[src/rtl/core/rtm_pkg.sv]
`timescale 1ns / 1ps
// rtm_pkg: shared types, constants and helpers for the raw temperature converter
// no dependencies; imported by raw_temperature_to_millidegrees_top

package rtm_pkg;

    // raw reading port and significant width of the sensor value
    localparam int RAW_W    = 32;
    localparam int RAW_BITS = 32;
    localparam int RAW_PAD  = RAW_W - RAW_BITS;

    // apb register file
    localparam int ADDR_W = 3;
    localparam int DATA_W = 32;
    localparam int ENC_W  = 3;
    localparam int FAIL_W = 31;

    typedef enum logic [ENC_W-1:0] {
        ENC_PASS      = 3'd0,
        ENC_LIN11     = 3'd1,
        ENC_DIODE     = 3'd2,
        ENC_DIE_LIN   = 3'd3,
        ENC_DIE_RECIP = 3'd4
    } encoding_t;

    typedef enum logic {
        REG_ENCODING  = 1'b0,
        REG_FAIL_CODE = 1'b1
    } reg_index_t;

    // result widths
    localparam int TEMP_W = 28;
    localparam int VAL_W  = 37;

    // linear11
    localparam int MANT_W      = 11;
    localparam int EXPO_W      = 5;
    localparam int LIN11_SCALE = 1000;
    localparam int LIN_W       = 21;
    localparam int LIN_SH_W    = 36;

    // sign-magnitude diode: x*625/80 == x*125/16
    localparam int DIODE_MAG_W = 14;
    localparam int DIODE_NEG_W = 11;
    localparam int DIODE_NUM   = 125;
    localparam int DIODE_SHIFT = 4;
    localparam int DIODE_P_W   = 21;
    localparam int DIODE_R_W   = DIODE_P_W - DIODE_SHIFT + 1;

    // linear die: (u*317704)/2000 == floor(floor(u*39713/2)/125)
    localparam int DLIN_T_SHIFT = 4;
    localparam int DLIN_T_W     = RAW_W - DLIN_T_SHIFT;
    localparam int DLIN_U_FULL  = DLIN_T_W + 1;
    localparam int DLIN_OFS     = 2;
    localparam int DLIN_U_W     = 12;
    localparam int DLIN_NUM     = 39713;
    localparam int DLIN_X_W     = 28;
    localparam int DLIN_W_W     = DLIN_X_W - 1;
    localparam int DLIN_RECIP   = 137438954;
    localparam int DLIN_RECIP_SH = 34;
    localparam int DLIN_P_W     = 55;
    localparam int DLIN_Q_W     = DLIN_P_W - DLIN_RECIP_SH;
    localparam int DLIN_BASE    = 476359;

    // reciprocal die: only readings 128..383 can land inside the -70..200 window
    localparam int REC_LO     = 128;
    localparam int REC_HI     = 383;
    localparam int REC_DATA_W = 9;
    localparam int REC_SCALE  = 100;
    localparam int REC_D_W    = 16;
    localparam logic [23:0] DIV_NUM = 24'd12500000;
    localparam int DIV_Q_W    = 10;
    localparam int DIV_STEPS1 = 5;
    localparam logic [REC_D_W-1:0] DIV_R_INIT = REC_D_W'(DIV_NUM >> DIV_Q_W);
    localparam int REC_Q_LO   = 436;
    localparam int REC_Q_HI   = 944;
    localparam int REC_MUL    = 535;
    localparam int REC_P_W    = 20;
    localparam int REC_BASE   = 434100;

    // final window
    localparam logic signed [VAL_W-1:0]  LOW_LIMIT    = VAL_W'(-40000);
    localparam logic signed [VAL_W-1:0]  HIGH_LIMIT   = VAL_W'(120000);
    localparam logic signed [TEMP_W-1:0] TEMP_LOW     = TEMP_W'(-40000);
    localparam logic signed [TEMP_W-1:0] TEMP_HIGH    = TEMP_W'(120000);
    localparam logic signed [TEMP_W-1:0] INVALID_TEMP = TEMP_W'(-99999999);

    // pipeline stage contents
    typedef struct packed {
        logic [ENC_W-1:0]         enc;
        logic signed [RAW_W-1:0]  data;
        logic signed [MANT_W-1:0] mant;
        logic signed [EXPO_W-1:0] expo;
        logic [DIODE_MAG_W-1:0]   dmag;
        logic                     dneg;
        logic                     dbig;
        logic [DLIN_U_W-1:0]      du;
        logic                     dfit;
        logic [REC_D_W-1:0]       rden;
        logic                     rfit;
    } s1_t;

    typedef struct packed {
        logic [ENC_W-1:0]         enc;
        logic signed [RAW_W-1:0]  data;
        logic signed [LIN_W-1:0]  lin_val;
        logic signed [EXPO_W-1:0] expo;
        logic [DIODE_P_W-1:0]     dprod;
        logic                     dneg;
        logic                     dbig;
        logic [DLIN_X_W-1:0]      dx;
        logic                     dfit;
        logic [REC_D_W-1:0]       rrem;
        logic [REC_D_W-1:0]       rden;
        logic [DIV_Q_W-1:0]       rquo;
        logic                     rfit;
    } s2_t;

    typedef struct packed {
        logic [ENC_W-1:0]            enc;
        logic signed [RAW_W-1:0]     data;
        logic signed [LIN_SH_W-1:0]  lin_res;
        logic signed [DIODE_R_W-1:0] diode_res;
        logic                        dbig;
        logic [DLIN_P_W-1:0]         dprod;
        logic                        dfit;
        logic [DIV_Q_W-1:0]          rquo;
        logic                        rfit;
    } s3_t;

    typedef struct packed {
        logic signed [VAL_W-1:0] val;
        logic                    force_out;
    } s4_t;

    // one restoring division step: returns {quotient bit, new remainder}
    function automatic logic [REC_D_W:0] div_step(
        input logic [REC_D_W-1:0] rem,
        input logic [REC_D_W-1:0] den,
        input logic               nbit
    );
        logic [REC_D_W:0] trial;
        logic [REC_D_W:0] diff;
        trial = {rem, nbit};
        diff  = trial - {1'b0, den};
        if (trial >= {1'b0, den})
        begin
            return {1'b1, diff[REC_D_W-1:0]};
        end
        return {1'b0, trial[REC_D_W-1:0]};
    endfunction

endpackage

[src/rtl/core/raw_temperature_to_millidegrees_top.sv]
`timescale 1ns / 1ps
// raw_temperature_to_millidegrees_top: converts raw sensor readings to millidegrees
// depends on rtm_pkg

// A five-stage pipeline that takes one raw reading per clock while the result side does
// not stall, and returns one result per reading, in order. A taken request passes
// through stage 1, stage 2, stage 3, stage 4 and the output register before it reaches
// the result channel. The pipeline depth is set by the ten-step restoring divider of the
// reciprocal die formula, which is split over two stages. It is also set by the reciprocal
// multiply of the linear die formula, which shares the third stage with the second half
// of the divider. Each stage holds its contents while the stage after it is full and
// stalled, so input is still taken while bubbles remain in the pipeline. The encoding
// and fail code registers are read by the stages directly and must only be written while
// no request is in flight. Results outside -40000..120000 millidegrees are reported as
// -99999999 with in_range low.

module raw_temperature_to_millidegrees_top (
    input  logic                              clk,
    input  logic                              rst_n,
    // reading channel
    input  logic                              reading_valid,
    output logic                              reading_ready,
    input  logic signed [rtm_pkg::RAW_W-1:0]  raw_reading,
    // result channel
    output logic                              result_valid,
    input  logic                              result_ready,
    output logic signed [rtm_pkg::TEMP_W-1:0] temperature_milli,
    output logic                              in_range,
    // apb register port
    input  logic                              psel,
    input  logic                              penable,
    input  logic                              pwrite,
    input  logic [rtm_pkg::ADDR_W-1:0]        paddr,
    input  logic [rtm_pkg::DATA_W-1:0]        pwdata,
    output logic [rtm_pkg::DATA_W-1:0]        prdata,
    output logic                              pready
);
    import rtm_pkg::*;

    // ------------------------------------------------------------------
    // configuration registers
    // ------------------------------------------------------------------
    logic [ENC_W-1:0]  encoding_reg;
    logic [ENC_W-1:0]  encoding_next;
    logic [FAIL_W-1:0] fail_code_reg;
    logic [FAIL_W-1:0] fail_code_next;
    logic              cfg_wr;

    assign pready = 1'b1;
    assign cfg_wr = psel & penable & pwrite & pready;

    // only the word address bit selects a register, byte offsets are ignored
    always_comb
    begin
        encoding_next  = encoding_reg;
        fail_code_next = fail_code_reg;
        if (cfg_wr)
        begin
            case (reg_index_t'(paddr[2]))
                REG_ENCODING:  encoding_next  = pwdata[ENC_W-1:0];
                REG_FAIL_CODE: fail_code_next = pwdata[FAIL_W-1:0];
                default:       encoding_next  = encoding_reg;
            endcase
        end
    end

    always_comb
    begin
        case (reg_index_t'(paddr[2]))
            REG_ENCODING:  prdata = DATA_W'(encoding_reg);
            REG_FAIL_CODE: prdata = DATA_W'(fail_code_reg);
            default:       prdata = '0;
        endcase
    end

    always_ff @(posedge clk or negedge rst_n)
    begin
        if (!rst_n)
        begin
            encoding_reg  <= ENC_PASS;
            fail_code_reg <= FAIL_W'(1);
        end
        else
        begin
            encoding_reg  <= encoding_next;
            fail_code_reg <= fail_code_next;
        end
    end

    // ------------------------------------------------------------------
    // pipeline flow control: a stage loads when it is empty or draining
    // ------------------------------------------------------------------
    logic v1_reg, v2_reg, v3_reg, v4_reg, out_valid_reg;
    logic v1_next, v2_next, v3_next, v4_next, out_valid_next;
    logic en1, en2, en3, en4, en5;

    assign en5 = !out_valid_reg | result_ready;
    assign en4 = !v4_reg | en5;
    assign en3 = !v3_reg | en4;
    assign en2 = !v2_reg | en3;
    assign en1 = !v1_reg | en2;

    assign reading_ready = en1;
    assign result_valid  = out_valid_reg;

    assign v1_next        = en1 ? reading_valid : v1_reg;
    assign v2_next        = en2 ? v1_reg : v2_reg;
    assign v3_next        = en3 ? v2_reg : v3_reg;
    assign v4_next        = en4 ? v3_reg : v4_reg;
    assign out_valid_next = en5 ? v4_reg : out_valid_reg;

    always_ff @(posedge clk or negedge rst_n)
    begin
        if (!rst_n)
        begin
            v1_reg        <= 1'b0;
            v2_reg        <= 1'b0;
            v3_reg        <= 1'b0;
            v4_reg        <= 1'b0;
            out_valid_reg <= 1'b0;
        end
        else
        begin
            v1_reg        <= v1_next;
            v2_reg        <= v2_next;
            v3_reg        <= v3_next;
            v4_reg        <= v4_next;
            out_valid_reg <= out_valid_next;
        end
    end

    // ------------------------------------------------------------------
    // stage 1: field extraction and range pre-checks
    // ------------------------------------------------------------------
    s1_t s1_reg, s1_next;

    logic signed [RAW_W-1:0]       data_s;
    logic signed [DLIN_T_W-1:0]    dlin_t;
    logic signed [DLIN_U_FULL-1:0] dlin_u;

    always_comb
    begin
        // sign-extend from the significant width of the sensor
        data_s = (raw_reading <<< RAW_PAD) >>> RAW_PAD;

        s1_next.enc  = encoding_reg;
        s1_next.data = data_s;

        // linear11 fields from the low half word
        s1_next.expo = data_s[MANT_W+EXPO_W-1:MANT_W];
        s1_next.mant = data_s[MANT_W-1:0];

        // diode: positive readings above the magnitude width are always out of window
        s1_next.dneg = data_s[RAW_W-1];
        s1_next.dmag = s1_next.dneg ? DIODE_MAG_W'(data_s[DIODE_NEG_W-1:0])
                                    : data_s[DIODE_MAG_W-1:0];
        s1_next.dbig = !s1_next.dneg && (|data_s[RAW_W-2:DIODE_MAG_W]);

        // linear die: offset reading outside 0..4095 cannot reach the window
        dlin_t       = $signed(data_s[RAW_W-1:DLIN_T_SHIFT]);
        dlin_u       = DLIN_U_FULL'(dlin_t) - DLIN_U_FULL'(DLIN_OFS);
        s1_next.du   = dlin_u[DLIN_U_W-1:0];
        s1_next.dfit = (dlin_u[DLIN_U_FULL-1:DLIN_U_W] == '0);

        // reciprocal die: divisor reading*100-1 for the only useful readings
        s1_next.rfit = (data_s >= REC_LO) && (data_s <= REC_HI);
        s1_next.rden = REC_D_W'(data_s[REC_DATA_W-1:0]) * REC_D_W'(REC_SCALE)
                       - REC_D_W'(1);
    end

    always_ff @(posedge clk)
    begin
        if (en1)
        begin
            s1_reg <= s1_next;
        end
    end

    // ------------------------------------------------------------------
    // stage 2: constant multiplies, first half of the divider
    // ------------------------------------------------------------------
    s2_t s2_reg, s2_next;

    logic signed [LIN_W-1:0] mant_ext;
    logic signed [LIN_W-1:0] lin_scale;
    logic [REC_D_W:0]        step2;
    logic [REC_D_W-1:0]      rem2;
    logic [DIV_Q_W-1:0]      quo2;

    always_comb
    begin
        s2_next.enc  = s1_reg.enc;
        s2_next.data = s1_reg.data;
        s2_next.expo = s1_reg.expo;

        mant_ext        = LIN_W'(s1_reg.mant);
        lin_scale       = LIN_W'(LIN11_SCALE);
        s2_next.lin_val = mant_ext * lin_scale;

        s2_next.dprod = DIODE_P_W'(s1_reg.dmag) * DIODE_P_W'(DIODE_NUM);
        s2_next.dneg  = s1_reg.dneg;
        s2_next.dbig  = s1_reg.dbig;

        s2_next.dx   = DLIN_X_W'(s1_reg.du) * DLIN_X_W'(DLIN_NUM);
        s2_next.dfit = s1_reg.dfit;

        // quotient bits 9..5
        rem2 = DIV_R_INIT;
        quo2 = '0;
        for (int i = 0; i < DIV_STEPS1; i++)
        begin
            step2 = div_step(rem2, s1_reg.rden, DIV_NUM[DIV_Q_W-1-i]);
            rem2  = step2[REC_D_W-1:0];
            quo2[DIV_Q_W-1-i] = step2[REC_D_W];
        end
        s2_next.rrem = rem2;
        s2_next.rquo = quo2;
        s2_next.rden = s1_reg.rden;
        s2_next.rfit = s1_reg.rfit;
    end

    always_ff @(posedge clk)
    begin
        if (en2)
        begin
            s2_reg <= s2_next;
        end
    end

    // ------------------------------------------------------------------
    // stage 3: linear11 shift, diode scale, reciprocal multiply, divider end
    // ------------------------------------------------------------------
    s3_t s3_reg, s3_next;

    logic signed [LIN_SH_W-1:0]      lin_ext;
    logic [EXPO_W-1:0]               neg_amt;
    logic [DIODE_R_W-2:0]            diode_q;
    logic [DLIN_W_W-1:0]             dlin_w;
    logic [REC_D_W:0]                step3;
    logic [REC_D_W-1:0]              rem3;
    logic [DIV_Q_W-1:0]              quo3;

    always_comb
    begin
        s3_next.enc  = s2_reg.enc;
        s3_next.data = s2_reg.data;

        // negative exponent shifts right with floor rounding
        lin_ext = LIN_SH_W'(s2_reg.lin_val);
        neg_amt = EXPO_W'(-s2_reg.expo);
        if (s2_reg.expo[EXPO_W-1])
        begin
            s3_next.lin_res = lin_ext >>> neg_amt;
        end
        else
        begin
            s3_next.lin_res = lin_ext <<< s2_reg.expo[EXPO_W-2:0];
        end

        diode_q = s2_reg.dprod[DIODE_P_W-1:DIODE_SHIFT];
        s3_next.diode_res = s2_reg.dneg ? -$signed({1'b0, diode_q})
                                        :  $signed({1'b0, diode_q});
        s3_next.dbig = s2_reg.dbig;

        // divide by 250 as halve then multiply by the reciprocal of 125
        dlin_w        = s2_reg.dx[DLIN_X_W-1:1];
        s3_next.dprod = DLIN_P_W'(dlin_w) * DLIN_P_W'(DLIN_RECIP);
        s3_next.dfit  = s2_reg.dfit;

        // quotient bits 4..0
        rem3 = s2_reg.rrem;
        quo3 = s2_reg.rquo;
        for (int i = DIV_STEPS1; i < DIV_Q_W; i++)
        begin
            step3 = div_step(rem3, s2_reg.rden, DIV_NUM[DIV_Q_W-1-i]);
            rem3  = step3[REC_D_W-1:0];
            quo3[DIV_Q_W-1-i] = step3[REC_D_W];
        end
        s3_next.rquo = quo3;
        s3_next.rfit = s2_reg.rfit;
    end

    always_ff @(posedge clk)
    begin
        if (en3)
        begin
            s3_reg <= s3_next;
        end
    end

    // ------------------------------------------------------------------
    // stage 4: formula tails and selection by encoding
    // ------------------------------------------------------------------
    s4_t s4_reg, s4_next;

    logic [DLIN_Q_W-1:0]     dlin_q;
    logic [REC_P_W-1:0]      rec_prod;
    logic signed [VAL_W-1:0] rec_val;
    logic signed [VAL_W-1:0] fail_val;
    logic                    rec_ok;

    always_comb
    begin
        dlin_q   = s3_reg.dprod[DLIN_P_W-1:DLIN_RECIP_SH];
        rec_prod = REC_P_W'(s3_reg.rquo) * REC_P_W'(REC_MUL);
        rec_val  = $signed(VAL_W'(REC_BASE)) - $signed(VAL_W'(rec_prod));
        fail_val = -$signed(VAL_W'(fail_code_reg));
        // quotient 436..944 is exactly the -70..200 degree window
        rec_ok   = s3_reg.rfit && (s3_reg.rquo >= DIV_Q_W'(REC_Q_LO))
                   && (s3_reg.rquo <= DIV_Q_W'(REC_Q_HI));

        s4_next.force_out = 1'b0;
        case (s3_reg.enc)
            ENC_LIN11:
            begin
                s4_next.val = VAL_W'(s3_reg.lin_res);
            end
            ENC_DIODE:
            begin
                s4_next.val       = VAL_W'(s3_reg.diode_res);
                s4_next.force_out = s3_reg.dbig;
            end
            ENC_DIE_LIN:
            begin
                s4_next.val       = $signed(VAL_W'(DLIN_BASE)) - $signed(VAL_W'(dlin_q));
                s4_next.force_out = !s3_reg.dfit;
            end
            ENC_DIE_RECIP:
            begin
                s4_next.val = rec_ok ? rec_val : fail_val;
            end
            default:
            begin
                s4_next.val = VAL_W'(s3_reg.data);
            end
        endcase
    end

    always_ff @(posedge clk)
    begin
        if (en4)
        begin
            s4_reg <= s4_next;
        end
    end

    // ------------------------------------------------------------------
    // stage 5: window check into the output register
    // ------------------------------------------------------------------
    logic signed [TEMP_W-1:0] milli_out_reg, milli_out_next;
    logic                     in_range_reg, in_range_next;

    always_comb
    begin
        in_range_next  = !s4_reg.force_out && (s4_reg.val >= LOW_LIMIT)
                         && (s4_reg.val <= HIGH_LIMIT);
        milli_out_next = in_range_next ? s4_reg.val[TEMP_W-1:0] : INVALID_TEMP;
    end

    always_ff @(posedge clk)
    begin
        if (en5)
        begin
            milli_out_reg <= milli_out_next;
            in_range_reg  <= in_range_next;
        end
    end

    assign temperature_milli = milli_out_reg;
    assign in_range          = in_range_reg;

    // ------------------------------------------------------------------
    // checks
    // ------------------------------------------------------------------
    a_range_value: assert property (@(posedge clk) disable iff (!rst_n)
        result_valid && in_range |->
            (temperature_milli >= TEMP_LOW) && (temperature_milli <= TEMP_HIGH))
        else $error("in-range result outside window");

    a_invalid_value: assert property (@(posedge clk) disable iff (!rst_n)
        result_valid && !in_range |-> temperature_milli == INVALID_TEMP)
        else $error("out-of-range result without invalid marker");

    a_ready_when_empty: assert property (@(posedge clk) disable iff (!rst_n)
        !v1_reg |-> reading_ready)
        else $error("empty first stage refused a request");

    a_accept_fills: assert property (@(posedge clk) disable iff (!rst_n)
        reading_valid && reading_ready |=> v1_reg)
        else $error("accepted request lost at first stage");

    a_enc_write: assert property (@(posedge clk) disable iff (!rst_n)
        cfg_wr && (paddr[2] == REG_ENCODING) |=>
            encoding_reg == $past(pwdata[ENC_W-1:0]))
        else $error("encoding write not taken");

endmodule
[config.mk]
export PLATFORM = sky130hd
export DESIGN_NAME = raw_temperature_to_millidegrees_top
export DESIGN_NICKNAME = d
export VERILOG_FILES = /design/src/rtl/core/rtm_pkg.sv /design/src/rtl/core/raw_temperature_to_millidegrees_top.sv
export SDC_FILE = /design/constraint.sdc
export NUM_CORES = 2
export LEC_CHECK = 0
export BUFFER_PORTS_ARGS = -buffer_cell sky130_fd_sc_hd__buf_2
export CAP_MARGIN = 20
export CORE_AREA = 10 10 399 401
export DETAILED_ROUTE_END_ITERATION = 8
export DIE_AREA = 0 0 409 411
export GPL_ROUTABILITY_DRIVEN = 1
export GPL_TIMING_DRIVEN = 0
export PLACE_DENSITY = 0.49
export SYNTH_ARGS = -nofsm -noshare
export SYNTH_HDL_FRONTEND = slang
export SYNTH_SLANG_ARGS = --single-unit
export TNS_END_PERCENT = 20
[constraint.sdc]
create_clock -name clk -period 10.4 [get_ports clk]
set_input_delay 0 -clock clk [delete_from_list [all_inputs] [get_ports clk]]
set_output_delay 0 -clock clk [all_outputs]
set_load 0.02 [all_outputs]
==> impl_metrics.csv <==
group,metric,value,unit
sta,setup_tns,0,ps
clock_tree,clock-root-buffer,"clkbuf_16",
synthesis,synthTopCellsByArea,"edfxtp_1 (26%), ha_1 (19%), fa_1 (16%)",
worst_setup_path,critical-path-slowest-cell,"or4_4",
floorplanning,rows,143,
layout,final_nets,5810,
synthesis,ys_seq_area_share,28.13,%
sta,slew_headroom,35.56,%
job,max_cap_viol_count,0,
worst_setup_path,path_max_fanout,8,
synthesis,synth-main-ff-cell,"edfxtp_1",
global_route,first_global_vias,32610,
layout,fin_util,34.85,%
worst_setup_path,reg2reg_from,"s2_reg[30]$_DFFE_PP_",
synthesis,synth_seq_cells,428,
routing,ant_nets,0,
layout,drive_gt1_share,13.23,%
clock_tree,numClockSinks,428,
routing,wire_per_inst,18.27,um
synthesis,synth_top_cell_by_area,"edfxtp_1",
synthesis,syn_area,45000,um^2
sta,final-max-slew-violation-count,0,
global_route,antenna_found_initial,11,
layout,final_cells,6750,
sta,fin_ws,134.9,ps
synthesis,synth.distinct_cells,103,
sta,fmax,97.42,MHz
routing,route.detailed.drc,0,
synthesis,syn_inst,4315,
synthesis,netlist.area_leader.share,25.96,%
worst_setup_path,startpoint,"s2_reg[30]$_DFFE_PP_",
clock_tree,clk_pin_slew,60,ps
global_route,grt_pass1_wl,191.4,mm
worst_setup_path,arrival,10650,ps
routing,drtIter0Drc,1907,
place,io_buffers,132,
worst_setup_path,critPathRequiredTime,10790,ps
routing,drt_first_pass_iters,5,
sta,finalSetupViolCount,0,
floorplanning,start_util,29.76,%
synthesis,syn_nets,5448,
clock_tree,cts.path.max_buffers,3,
synthesis,ys_warn_count,0,
routing,finalWirelength,123.3,mm
floorplanning,ios,138,
clock_tree,cts_htree_levels,2,
synthesis,syn_area_per_cell,10.43,um^2
synthesis,async_reset_ff_share,9.112,%
synthesis,synth_edf_count,389,
clock_tree,worst_skew_pair.late_latency,650,ps
sta,finalWorstPathRequiredPeriod,10270,ps
routing,vias,31840,
place,dpl_worst_slack,-2360,ps
sta,skew,37.73,ps
floorplanning,die_x,409,um
clock_tree,cts_buffers,53,
floorplanning,dieArea,168100,um^2
worst_setup_path,path_class,"reg2reg",
global_route,grt.total_usage,14.34,%
layout,largest_reg_flops,102,
global_route,grt_start_max_net_pins,46,
worst_setup_path,path_common_cell,"ha_4",
worst_setup_path,cpPeakStageDelay,550,ps
place,routabilityCongestion,0.8648,
run_status,outcome,"finished, final reports clean",
sta,fin_crit_sh,98.70,%
worst_setup_path,end_kind,"flop",
floorplanning,die_height,411,um
sta,worstMarginPinSlew,959.2,ps
clock_tree,cts_tree,"yes",
hold_path,hold_path.class,"in2async",
place,dp.cells,6489,
global_route,gr-total-overflow,0,
floorplanning,core,151200,um^2
sta,rsz0062_at_grt,"yes",
place,hpwl,99.88,mm
sta,hold_viol,0,
worst_setup_path,startpoint_type,"flop",
routing,vias_per_cell,4.717,
layout,area_delta_synth_final,17.08,%
==> cells by family after synthesis <==
family          Yosys count  share of synthesized area (%)
mux                     152                          4.207
compound gates          756                          11.01
xor+xnor                253                          4.925
simple gates            871                          9.338
buf+inv                 794                          6.763
flops                   428                          28.13
fa+ha+maj              1059                          35.60
other cells               2                        0.01669
==> critical path, delay by kind of cell, from the launching register on <==
family,cells,cell delay (ps)
adders and majority gates,5,1130
DFF,1,480
and+or+nand+nor,8,1670
AOI/OAI and AO/OA,27,4900
muxes,2,620
buffers and inverters,9,1150
==> through the flow <==
step           hold slack [ps]  cell area (um^2)
6_report                 13.15             52680
2_1_floorplan           -295.6             45050
5_1_grt                  68.28             52680
4_1_cts                  14.75             51870
3_3_place_gp             182.2             48250
3_5_place_dp             177.2             48510
==> cells in the mapped netlist (41+ instances only) <==
cell,n
a21o_1,52
a21oi_1,224
and2_1,60
clkbuf_1,71
edfxtp_1,389
fa_1,369
ha_1,690
inv_1,693
mux2_2,85
nand2_1,229
nand2b_1,41
nand3_1,54
nor2_1,230
nor2b_1,47
nor3_1,73
o21ai_0,160
xnor2_1,167
xor2_1,86
==> routing by layer <==
layer	global-route usage, %	vias to the layer above	share of wire (%)
met4	2.690	12	1.9
met3	1.694	127	3.5
met1	20.09	15470	48
met2	23.86	549	46
met5	0	-	0.056
li1	-	15680	-
==> layout by cell type (no fill, tap or decap), drive strengths merged, types with 26 or more instances in the layout <==
cell type / count
a211oi: 29
a21o: 52
a21oi: 225
a31oi: 30
and2: 61
buf: 262
clkbuf: 135
dfrtp: 38
dlygate4sd3: 69
edfxtp: 389
fa: 369
ha: 690
inv: 697
mux2: 98
mux2i: 38
nand2: 229
nand2b: 41
nand3: 54
nand4: 26
nor2: 230
nor2b: 48
nor3: 73
o21a: 38
o21ai: 165
or3: 28
xnor2: 167
xor2: 86
==> repair_timing <==
item / 4_1_cts / 5_1_grt
buffers inserted: 60 / 34
endpoints found under the setup margin: 19 / 18
hold buffers: 69 / 0
hold endpoints to repair: 131 / 0
cloned: 0 / 2
gates resized for setup: 104 / 100
pin swaps: 46 / 62
==> final timing paths <==
kind | to | slack (ps) | cells past startpoint
min in group clk | s1_reg[85]$_DFFE_PP_ | 80 | 2
max reg2reg | s3_reg[1]$_SDFFCE_PN0P_ | 130 | 51
max | s3_reg[1]$_SDFFCE_PN0P_ | 130 | 51
min reg2reg | s2_reg[133]$_DFFE_PP_ | 410 | 0
max in group asynchronous | v4_reg$_DFFE_PN0P_ | 9800 | 2
min | fail_code_reg[5]$_DFFE_PN0P_ | 10 | 2
==> layout make-up <==
class | count | area [um^2]
timing repair buffer | 310 | 2385
antenna | 2 | 5.005
clock inverter | 30 | 316.6
multi-input combinational | 3093 | 30120
sequential | 428 | 12660
clock buffer | 66 | 1456
tap | 2030 | 2540
buffer | 90 | 511.7
inverter | 701 | 2691
fill | 15260 | 98510
Power is not shown: default switching activity piles up to over one toggle a cycle in this logic, so the estimate is an artifact.
